`src/ant_message_deframer_defines.svh`:
```
// ----------------------------------------------------------------------------
// ant_message_deframer_defines.svh
// Assertion macros shared by the deframer RTL.
// ----------------------------------------------------------------------------
`ifndef ANT_MESSAGE_DEFRAMER_DEFINES_SVH
`define ANT_MESSAGE_DEFRAMER_DEFINES_SVH

// Same-cycle implication, checked out of reset.
`define AMDF_ASSERT_NOW(lbl, ante, cons, msg) \
    lbl: assert property (@(posedge i_clk) disable iff (!i_rst_n) \
        (ante) |-> (cons)) else $error(msg);

// Next-cycle implication, checked out of reset.
`define AMDF_ASSERT_NEXT(lbl, ante, cons, msg) \
    lbl: assert property (@(posedge i_clk) disable iff (!i_rst_n) \
        (ante) |=> (cons)) else $error(msg);

`endif

```
`src/amdf_pkg.sv`:
```
// ----------------------------------------------------------------------------
// amdf_pkg
// Types and constants of the serial message deframer.
// ----------------------------------------------------------------------------
package amdf_pkg;

    localparam logic [7:0] SYNC_BYTE = 8'hA4;

    // result status codes
    localparam logic [1:0] ST_OK       = 2'd0;
    localparam logic [1:0] ST_CKSUM    = 2'd1;
    localparam logic [1:0] ST_LEN      = 2'd2;

    typedef enum logic [5:0] {
        PH_HUNT  = 6'b000001,
        PH_LEN   = 6'b000010,
        PH_ID    = 6'b000100,
        PH_DATA  = 6'b001000,
        PH_CKSUM = 6'b010000,
        PH_EMIT  = 6'b100000
    } t_phase;

endpackage

```
`src/amdf_ram.sv`:
```
// ----------------------------------------------------------------------------
// amdf_ram
// Generic simple dual-port RAM: one write port, one read port, registered read.
// ----------------------------------------------------------------------------
module amdf_ram #(
    parameter int WIDTH = 8,
    parameter int DEPTH = 32
) (
    input  logic                                   i_clk,
    input  logic                                   i_we,
    input  logic [(DEPTH > 1 ? $clog2(DEPTH) : 1)-1:0] i_waddr,
    input  logic [WIDTH-1:0]                       i_wdata,
    input  logic                                   i_re,
    input  logic [(DEPTH > 1 ? $clog2(DEPTH) : 1)-1:0] i_raddr,
    output logic [WIDTH-1:0]                       o_rdata
);

    logic [WIDTH-1:0] r_mem [DEPTH];
    logic [WIDTH-1:0] r_rdata;

    always_ff @(posedge i_clk) begin
        if (i_we) begin
            r_mem[i_waddr] <= i_wdata;
        end
        if (i_re) begin
            r_rdata <= r_mem[i_raddr];
        end
    end

    assign o_rdata = r_rdata;

endmodule

```
`src/ant_message_deframer.sv`:
```
// ----------------------------------------------------------------------------
// ant_message_deframer - serial message deframer, one rx byte per request.
// Input: one byte per cycle unless in emit or the output is stalled; error and
// empty results are registered, valid in the cycle after the byte. Good frame
// is read entry by entry (single payload RAM read port, registered read).
// Reset (sync, active low) clears control; payload RAM is not cleared.
// ----------------------------------------------------------------------------
//
// Frame: sync 0xA4, length, id, payload bytes, checksum (XOR of sync..payload).
// Bytes before sync are counted (saturating) and reported with the next result.
// Payload bytes go into a small RAM as they arrive; after a good checksum the
// emit phase reads them back one at a time into the output register.
// During emit no rx request is taken. Otherwise an rx request is taken while
// the output register is free or being emptied, so a byte that raises a result
// always finds room.
// ----------------------------------------------------------------------------
`include "ant_message_deframer_defines.svh"

module ant_message_deframer #(
    parameter int MAX_PAYLOAD = 32
) (
    input  logic       i_clk,
    input  logic       i_rst_n,
    // rx byte channel
    input  logic       i_rx_valid,
    output logic       o_rx_ready,
    input  logic [7:0] i_rx_byte,
    // result channel
    output logic       o_res_valid,
    input  logic       i_res_ready,
    output logic [1:0] o_status,
    output logic [7:0] o_msg_id,
    output logic [7:0] o_msg_len,
    output logic [4:0] o_byte_index,
    output logic [7:0] o_data_byte,
    output logic       o_has_data,
    output logic [7:0] o_skipped_bytes,
    output logic       o_last
);

    localparam int AW  = (MAX_PAYLOAD > 1) ? $clog2(MAX_PAYLOAD) : 1;
    localparam int PCW = $clog2(MAX_PAYLOAD + 1);   // holds 0..MAX_PAYLOAD
    localparam logic [7:0]     LP_MAX_LEN = 8'(MAX_PAYLOAD);
    localparam logic [PCW-1:0] LP_MAX_CNT = PCW'(MAX_PAYLOAD);

    // ---- control state ----
    amdf_pkg::t_phase r_phase, n_phase;
    logic [7:0]       r_frame_length, n_frame_length;
    logic [7:0]       r_frame_id, n_frame_id;
    logic [PCW-1:0]   r_payload_count, n_payload_count;
    logic [7:0]       r_xor, n_xor;
    logic [7:0]       r_skip, n_skip;
    logic [PCW-1:0]   r_emit_cnt, n_emit_cnt;   // next entry to read
    logic [PCW-1:0]   r_rd_idx, n_rd_idx;       // entry in flight
    logic             r_rd_pend, n_rd_pend;     // RAM data arrives this cycle

    // ---- output register ----
    logic       r_out_valid, n_out_valid;
    logic [1:0] r_o_status;
    logic [7:0] r_o_id;
    logic [7:0] r_o_len;
    logic [4:0] r_o_idx;
    logic [7:0] r_o_data;
    logic       r_o_has;
    logic [7:0] r_o_skip;
    logic       r_o_last;

    // ---- result load ----
    logic       w_load;
    logic [1:0] w_ld_status;
    logic [7:0] w_ld_id;
    logic [7:0] w_ld_len;
    logic [4:0] w_ld_idx;
    logic [7:0] w_ld_data;
    logic       w_ld_has;
    logic       w_ld_last;
    logic       w_end;

    // ---- RAM ----
    logic          w_we;
    logic [AW-1:0] w_waddr;
    logic          w_re;
    logic [7:0]    w_rdata;

    logic w_in_acc;
    logic w_out_free;
    logic w_emit_last;
    logic [PCW-1:0] w_pc_inc;

    amdf_ram #(
        .WIDTH (8),
        .DEPTH (MAX_PAYLOAD)
    ) u_payload_ram (
        .i_clk   (i_clk),
        .i_we    (w_we),
        .i_waddr (w_waddr),
        .i_wdata (i_rx_byte),
        .i_re    (w_re),
        .i_raddr (r_emit_cnt[AW-1:0]),
        .o_rdata (w_rdata)
    );

    assign w_out_free  = !r_out_valid || i_res_ready;
    assign o_rx_ready  = (r_phase != amdf_pkg::PH_EMIT) && w_out_free;
    assign w_in_acc    = i_rx_valid && o_rx_ready;
    assign w_pc_inc    = r_payload_count + 1'b1;
    assign w_waddr     = r_payload_count[AW-1:0];
    assign w_emit_last = ((8'(r_rd_idx) + 8'd1) == r_frame_length);

    always_comb begin
        n_phase         = r_phase;
        n_frame_length  = r_frame_length;
        n_frame_id      = r_frame_id;
        n_payload_count = r_payload_count;
        n_xor           = r_xor;
        n_skip          = r_skip;
        n_emit_cnt      = r_emit_cnt;
        n_rd_idx        = r_rd_idx;
        n_rd_pend       = 1'b0;
        w_we            = 1'b0;
        w_re            = 1'b0;
        w_load          = 1'b0;
        w_ld_status     = amdf_pkg::ST_OK;
        w_ld_id         = r_frame_id;
        w_ld_len        = r_frame_length;
        w_ld_idx        = 5'd0;
        w_ld_data       = 8'd0;
        w_ld_has        = 1'b0;
        w_ld_last       = 1'b1;
        w_end           = 1'b0;

        unique case (r_phase)
            amdf_pkg::PH_HUNT: begin
                if (w_in_acc) begin
                    if (i_rx_byte == amdf_pkg::SYNC_BYTE) begin
                        n_xor           = i_rx_byte;
                        n_payload_count = '0;
                        n_phase         = amdf_pkg::PH_LEN;
                    end else if (r_skip != 8'hFF) begin
                        n_skip = r_skip + 8'd1;
                    end
                end
            end
            amdf_pkg::PH_LEN: begin
                if (w_in_acc) begin
                    n_frame_length = i_rx_byte;
                    n_xor          = r_xor ^ i_rx_byte;
                    if (i_rx_byte > LP_MAX_LEN) begin
                        // id not seen yet: reported as zero
                        w_load      = 1'b1;
                        w_ld_status = amdf_pkg::ST_LEN;
                        w_ld_id     = 8'd0;
                        w_ld_len    = i_rx_byte;
                        w_end       = 1'b1;
                    end else begin
                        n_phase = amdf_pkg::PH_ID;
                    end
                end
            end
            amdf_pkg::PH_ID: begin
                if (w_in_acc) begin
                    n_frame_id      = i_rx_byte;
                    n_xor           = r_xor ^ i_rx_byte;
                    n_payload_count = '0;
                    n_phase         = (r_frame_length == 8'd0) ? amdf_pkg::PH_CKSUM
                                                               : amdf_pkg::PH_DATA;
                end
            end
            amdf_pkg::PH_DATA: begin
                if (w_in_acc) begin
                    w_we            = (r_payload_count < LP_MAX_CNT);
                    n_xor           = r_xor ^ i_rx_byte;
                    n_payload_count = w_pc_inc;
                    if (8'(w_pc_inc) >= r_frame_length) begin
                        n_phase = amdf_pkg::PH_CKSUM;
                    end
                end
            end
            amdf_pkg::PH_CKSUM: begin
                if (w_in_acc) begin
                    if (r_xor != i_rx_byte) begin
                        w_load      = 1'b1;
                        w_ld_status = amdf_pkg::ST_CKSUM;
                        w_end       = 1'b1;
                    end else if (r_frame_length == 8'd0) begin
                        w_load = 1'b1;
                        w_end  = 1'b1;
                    end else begin
                        n_phase    = amdf_pkg::PH_EMIT;
                        n_emit_cnt = '0;
                    end
                end
            end
            amdf_pkg::PH_EMIT: begin
                if (r_rd_pend) begin
                    // read data lands in the (free) output register
                    w_load    = 1'b1;
                    w_ld_idx  = 5'(r_rd_idx);
                    w_ld_data = w_rdata;
                    w_ld_has  = 1'b1;
                    w_ld_last = w_emit_last;
                    w_end     = w_emit_last;
                end else if (w_out_free) begin
                    w_re       = 1'b1;
                    n_rd_idx   = r_emit_cnt;
                    n_emit_cnt = r_emit_cnt + 1'b1;
                    n_rd_pend  = 1'b1;
                end
            end
            default: begin
                n_phase = amdf_pkg::PH_HUNT;
            end
        endcase

        if (w_end) begin
            n_phase         = amdf_pkg::PH_HUNT;
            n_skip          = 8'd0;
            n_payload_count = '0;
            n_xor           = 8'd0;
        end

        n_out_valid = w_load || (r_out_valid && !i_res_ready);
    end

    always_ff @(posedge i_clk) begin
        if (!i_rst_n) begin
            r_phase         <= amdf_pkg::PH_HUNT;
            r_frame_length  <= 8'd0;
            r_frame_id      <= 8'd0;
            r_payload_count <= '0;
            r_xor           <= 8'd0;
            r_skip          <= 8'd0;
            r_emit_cnt      <= '0;
            r_rd_idx        <= '0;
            r_rd_pend       <= 1'b0;
            r_out_valid     <= 1'b0;
        end else begin
            r_phase         <= n_phase;
            r_frame_length  <= n_frame_length;
            r_frame_id      <= n_frame_id;
            r_payload_count <= n_payload_count;
            r_xor           <= n_xor;
            r_skip          <= n_skip;
            r_emit_cnt      <= n_emit_cnt;
            r_rd_idx        <= n_rd_idx;
            r_rd_pend       <= n_rd_pend;
            r_out_valid     <= n_out_valid;
        end
    end

    // payload of the output register: no reset needed
    always_ff @(posedge i_clk) begin
        if (w_load) begin
            r_o_status <= w_ld_status;
            r_o_id     <= w_ld_id;
            r_o_len    <= w_ld_len;
            r_o_idx    <= w_ld_idx;
            r_o_data   <= w_ld_data;
            r_o_has    <= w_ld_has;
            r_o_skip   <= r_skip;
            r_o_last   <= w_ld_last;
        end
    end

    assign o_res_valid     = r_out_valid;
    assign o_status        = r_o_status;
    assign o_msg_id        = r_o_id;
    assign o_msg_len       = r_o_len;
    assign o_byte_index    = r_o_idx;
    assign o_data_byte     = r_o_data;
    assign o_has_data      = r_o_has;
    assign o_skipped_bytes = r_o_skip;
    assign o_last          = r_o_last;

    // ---- assertions ----
    `AMDF_ASSERT_NOW(a_no_rx_in_emit, r_phase == amdf_pkg::PH_EMIT, !o_rx_ready, "rx taken during emit")
    `AMDF_ASSERT_NOW(a_rd_into_free, r_rd_pend, !r_out_valid, "RAM read lands on a full output register")
    `AMDF_ASSERT_NEXT(a_rd_loads, r_rd_pend, r_out_valid, "RAM read data not loaded")
    `AMDF_ASSERT_NOW(a_cnt_in_data, r_phase == amdf_pkg::PH_DATA, 8'(r_payload_count) < r_frame_length, "payload count overran frame length")

endmodule

```
`config.mk`:
```
export PLATFORM = sky130hd
export DESIGN_NAME = ant_message_deframer
export DESIGN_NICKNAME = d
export VERILOG_FILES = /design/src/amdf_pkg.sv /design/src/amdf_ram.sv /design/src/ant_message_deframer.sv
export VERILOG_INCLUDE_DIRS = /design/src /design/src/src
export SDC_FILE = /design/constraint.sdc
export NUM_CORES = 1
export LEC_CHECK = 0
export BUFFER_PORTS_ARGS = -buffer_cell sky130_fd_sc_hd__buf_2
export CAP_MARGIN = 20
export CELL_PAD_IN_SITES_DETAIL_PLACEMENT = 0
export CELL_PAD_IN_SITES_GLOBAL_PLACEMENT = 1
export CORE_MARGIN = 1
export CORE_UTILIZATION = 48
export DETAILED_ROUTE_END_ITERATION = 8
export PLACE_DENSITY_LB_ADDON = 0.1
export SYNTH_ARGS = -nofsm -noshare
export SYNTH_HDL_FRONTEND = slang
export SYNTH_SLANG_ARGS = --single-unit
```
`constraint.sdc`:
```
create_clock -name i_clk -period 2.6 [get_ports i_clk]
set_input_delay 0.52 -clock i_clk [delete_from_list [all_inputs] [get_ports i_clk]]
set_output_delay 0.52 -clock i_clk [all_outputs]
set_load 0.02 [all_outputs]
```
==> impl_metrics.tcl <==
set metrics [dict create \
    cts_hold_buf 0 \
    cts.sinks 363 \
    met2_wirelength_mm 15.92 \
    hp-start "i_rst_n" \
    synth-simple-area-share_pct 7.880 \
    sequential_cell_area_um2 10320 \
    grt_max_degree 59 \
    min_path_cells 2 \
    htree_num_levels 2 \
    rows 64 \
    diodes 0 \
    worst_slack_ns 0.09086 \
    cts_tree "built" \
    initial_core_util_pct 48.85 \
    rsz0062_at_grt "no" \
    yosys.cell_types.count 66 \
    dominantRegCellSynth "edfxtp_1" \
    setup_viol 0 \
    crit_type "flop to output port" \
    yosys-top-cells-area "edfxtp_1 (61%), mux4_2 (12%), dfxtp_1 (7.8%), nor2_1 (2.4%), nand2_1 (1.2%)" \
    die_w_um 178.4 \
    slew_violations 0 \
    top_layer_used "met4" \
    grt_pass1_wl_mm 50.69 \
    synth-seq-area-share_pct 69.07 \
    wl_met1_mm 14.91 \
    synth-adder-area-share_pct 1.089 \
    yosys_register_bits 363 \
    viasPerCell 5.684 \
    root_buffer "clkbuf_16" \
    first_pass_iters 7 \
    wirelength_mm 33.34 \
    nets 1066 \
    drive_above_1_share_pct 28.48 \
    skew_ns 0.01671 \
    multi_input_area_um2 4382 \
    cts_buffers 38 \
    yosysTopAreaCell "edfxtp_1" \
    dr_wl_met3_mm 1.899 \
    ios 55 \
    layout_commonest_cell "edfxtp_1" \
    synth-async-reset-ratio_pct 0 \
    max_slew_margin_pct 59.51 \
    cts_resized 0 \
    synth_warnings 0 \
    cap_violations 0 \
    period_needed_ns 2.509 \
    min_to "r_emit_cnt[3]$_SDFFE_PN0P_" \
    coreArea_um2 30590 \
    reg2reg_from "r_emit_cnt[0]$_SDFFE_PN0P_" \
    areaGrowthSynthToFinish_pct 16.83 \
    syn_nets 932 \
    outcome "completed" \
    clk_pin_slew_ns 0.06 \
    detail-route-antenna-nets 0 \
    wl_per_cell_um 22.73 \
    layout_common_cells "edfxtp_1 (305), nor2_1 (95), mux4_2 (80)" \
    place_ws_ns 0.09849 \
    crit_required_ns 2.08 \
    r2r_cells 4 \
    syn_area_um2 14940 \
    critPathCaptureType "output port" \
    synth_compound_area_share_pct 4.664 \
    die_y_um 178.4 \
    via_count 8339 \
    clock_latency_ns 0.53 \
    place_hpwl_mm 22.24 \
    syn_inst 907 \
    cts_setup_buffers 0 \
    hold_violations 0 \
    overflow 0 \
    r2r_setup_slack_ns 0.19 \
    p_per_area_nw_per_um2 693.3 \
    tightestPinTransition_ns 0.6067 \
    gp_congestion 0.8390 \
    leakagePower_nw 5.598 \
    crit_path_max_fanout 9 \
    cp-start-kind "flop" \
    clock_path_buffers 3 \
    reg2reg_to "u_payload_ram.o_rdata[5]$_DFFE_PP_" \
    fmax_mhz 398.5 \
    grtUsageTotal_pct 21.68 \
    finalCritPeriodShare_pct 96.51 \
    syn_area_per_cell_um2 16.47 \
    port_buffers 54 \
    grt_pass1_vias 8527 \
    min_path_type "input port to flop" \
    ir_drop_mv 0.5910 \
    critPathArrivalTime_ns 1.99 \
    drtIter0Drc 677 \
    synth_xor_area_share_pct 1.641 \
    synth_edf_count 305 \
    num-fill-cells 2410 \
    antenna_found_initial 0 \
    yosys.area.top_type_share_pct 61.30 \
    tns_ns 0 \
    dieArea_um2 31840 \
    synth_top_family_by_area "multiplexers" \
    synth_mux_area_share_pct 13.99 \
    post-route-drc-count 0 \
]
[power breakdown]
part	internal, mW	switching [mW]	total [mW]
clock network	3.19	2.16	5.34
registers	6.31	0.0345	6.35
logic	0.147	0.262	0.409
[metrics by stage]
step                hold slack [ns]  cells  total power, mW  utilization, %  area (µm²)
floorplan                    0.4306    907            6.698               -       14940
global placement             0.4488   1397            6.865           53.01       16210
detailed placement           0.4549   1397            6.883           53.01       16210
CTS                          0.3042   1467            12.21           57.05       17450
global route                 0.3161   1467            12.46           57.07       17460
finish                       0.3259   1467            12.10           57.07       17460
[cells by family after synthesis]
kind of cell               Yosys count
and+or+nand+nor                    240
xor gates and xnor gates            28
DFF                                363
buffers and inverters               55
AOI/OAI and AO/OA                  101
adders and majority gates           13
muxes                              107
[layout make-up]
| class | count | area share, % |
|---|---|---|
| sequential | 363 | 59.15 |
| multi-input combinational | 489 | 25.10 |
| clock buffer | 50 | 5.877 |
| timing repair buffer | 135 | 5.533 |
| tap | 396 | 2.838 |
| clock inverter | 20 | 1.204 |
| inverter | 14 | 0.3010 |
[sequential cells by signal, summed over array words and instances, names as in the netlist, 8 cells and up]
register	count
r_frame_length	8
o_data_byte	8
o_skipped_bytes	8
u_payload_ram.o_rdata	8
o_msg_len	8
o_msg_id	8
r_frame_id	8
u_payload_ram.r_mem	256
r_xor	8
r_skip	8
[how the worst max path moves through the flow]
stage	start	slack, ns	endpoint	cells after the start
global placement	i_rx_byte[1]	0.17	o_data_byte[3]$_SDFFCE_PN0P_	7
global route	r_phase[1]$_SDFFE_PP0P_	0.02	o_rx_ready	4
finish	r_phase[1]$_SDFFE_PP0P_	0.09	o_rx_ready	4
detailed placement	i_rx_byte[1]	0.1	r_xor[2]$_SDFFE_PP0P_	7
CTS	r_phase[1]$_SDFFE_PP0P_	0.04	o_rx_ready	4
floorplan	i_rx_byte[1]	0.15	o_byte_index[0]$_SDFFCE_PN0P_	5
[cell usage after synthesis (10+ instances only)]
cell      count
a21oi_1      23
and2_1       23
buf_2        10
clkbuf_1     23
dfxtp_1      58
edfxtp_1    305
ha_1         13
inv_1        12
mux2_2       15
mux2i_1      12
mux4_2       80
nand2_1      47
nand3_1      15
nor2_1       95
o21ai_0      31
xnor2_1      17
xor2_1       11
[worst max-delay path: stages (launching register included)]
cell,delay (ns)
dfxtp_1,0.32
or4_4,0.59
nor2_4,0.25
nor2_1,0.13
buf_2,0.18
[metal layers]
layer	track usage, %	vias up
met4	5.473	0
met5	0	-
met1	30.20	4254
met3	4.199	47
met2	35.06	235
li1	-	3803
(Power assumes the default switching activity.)
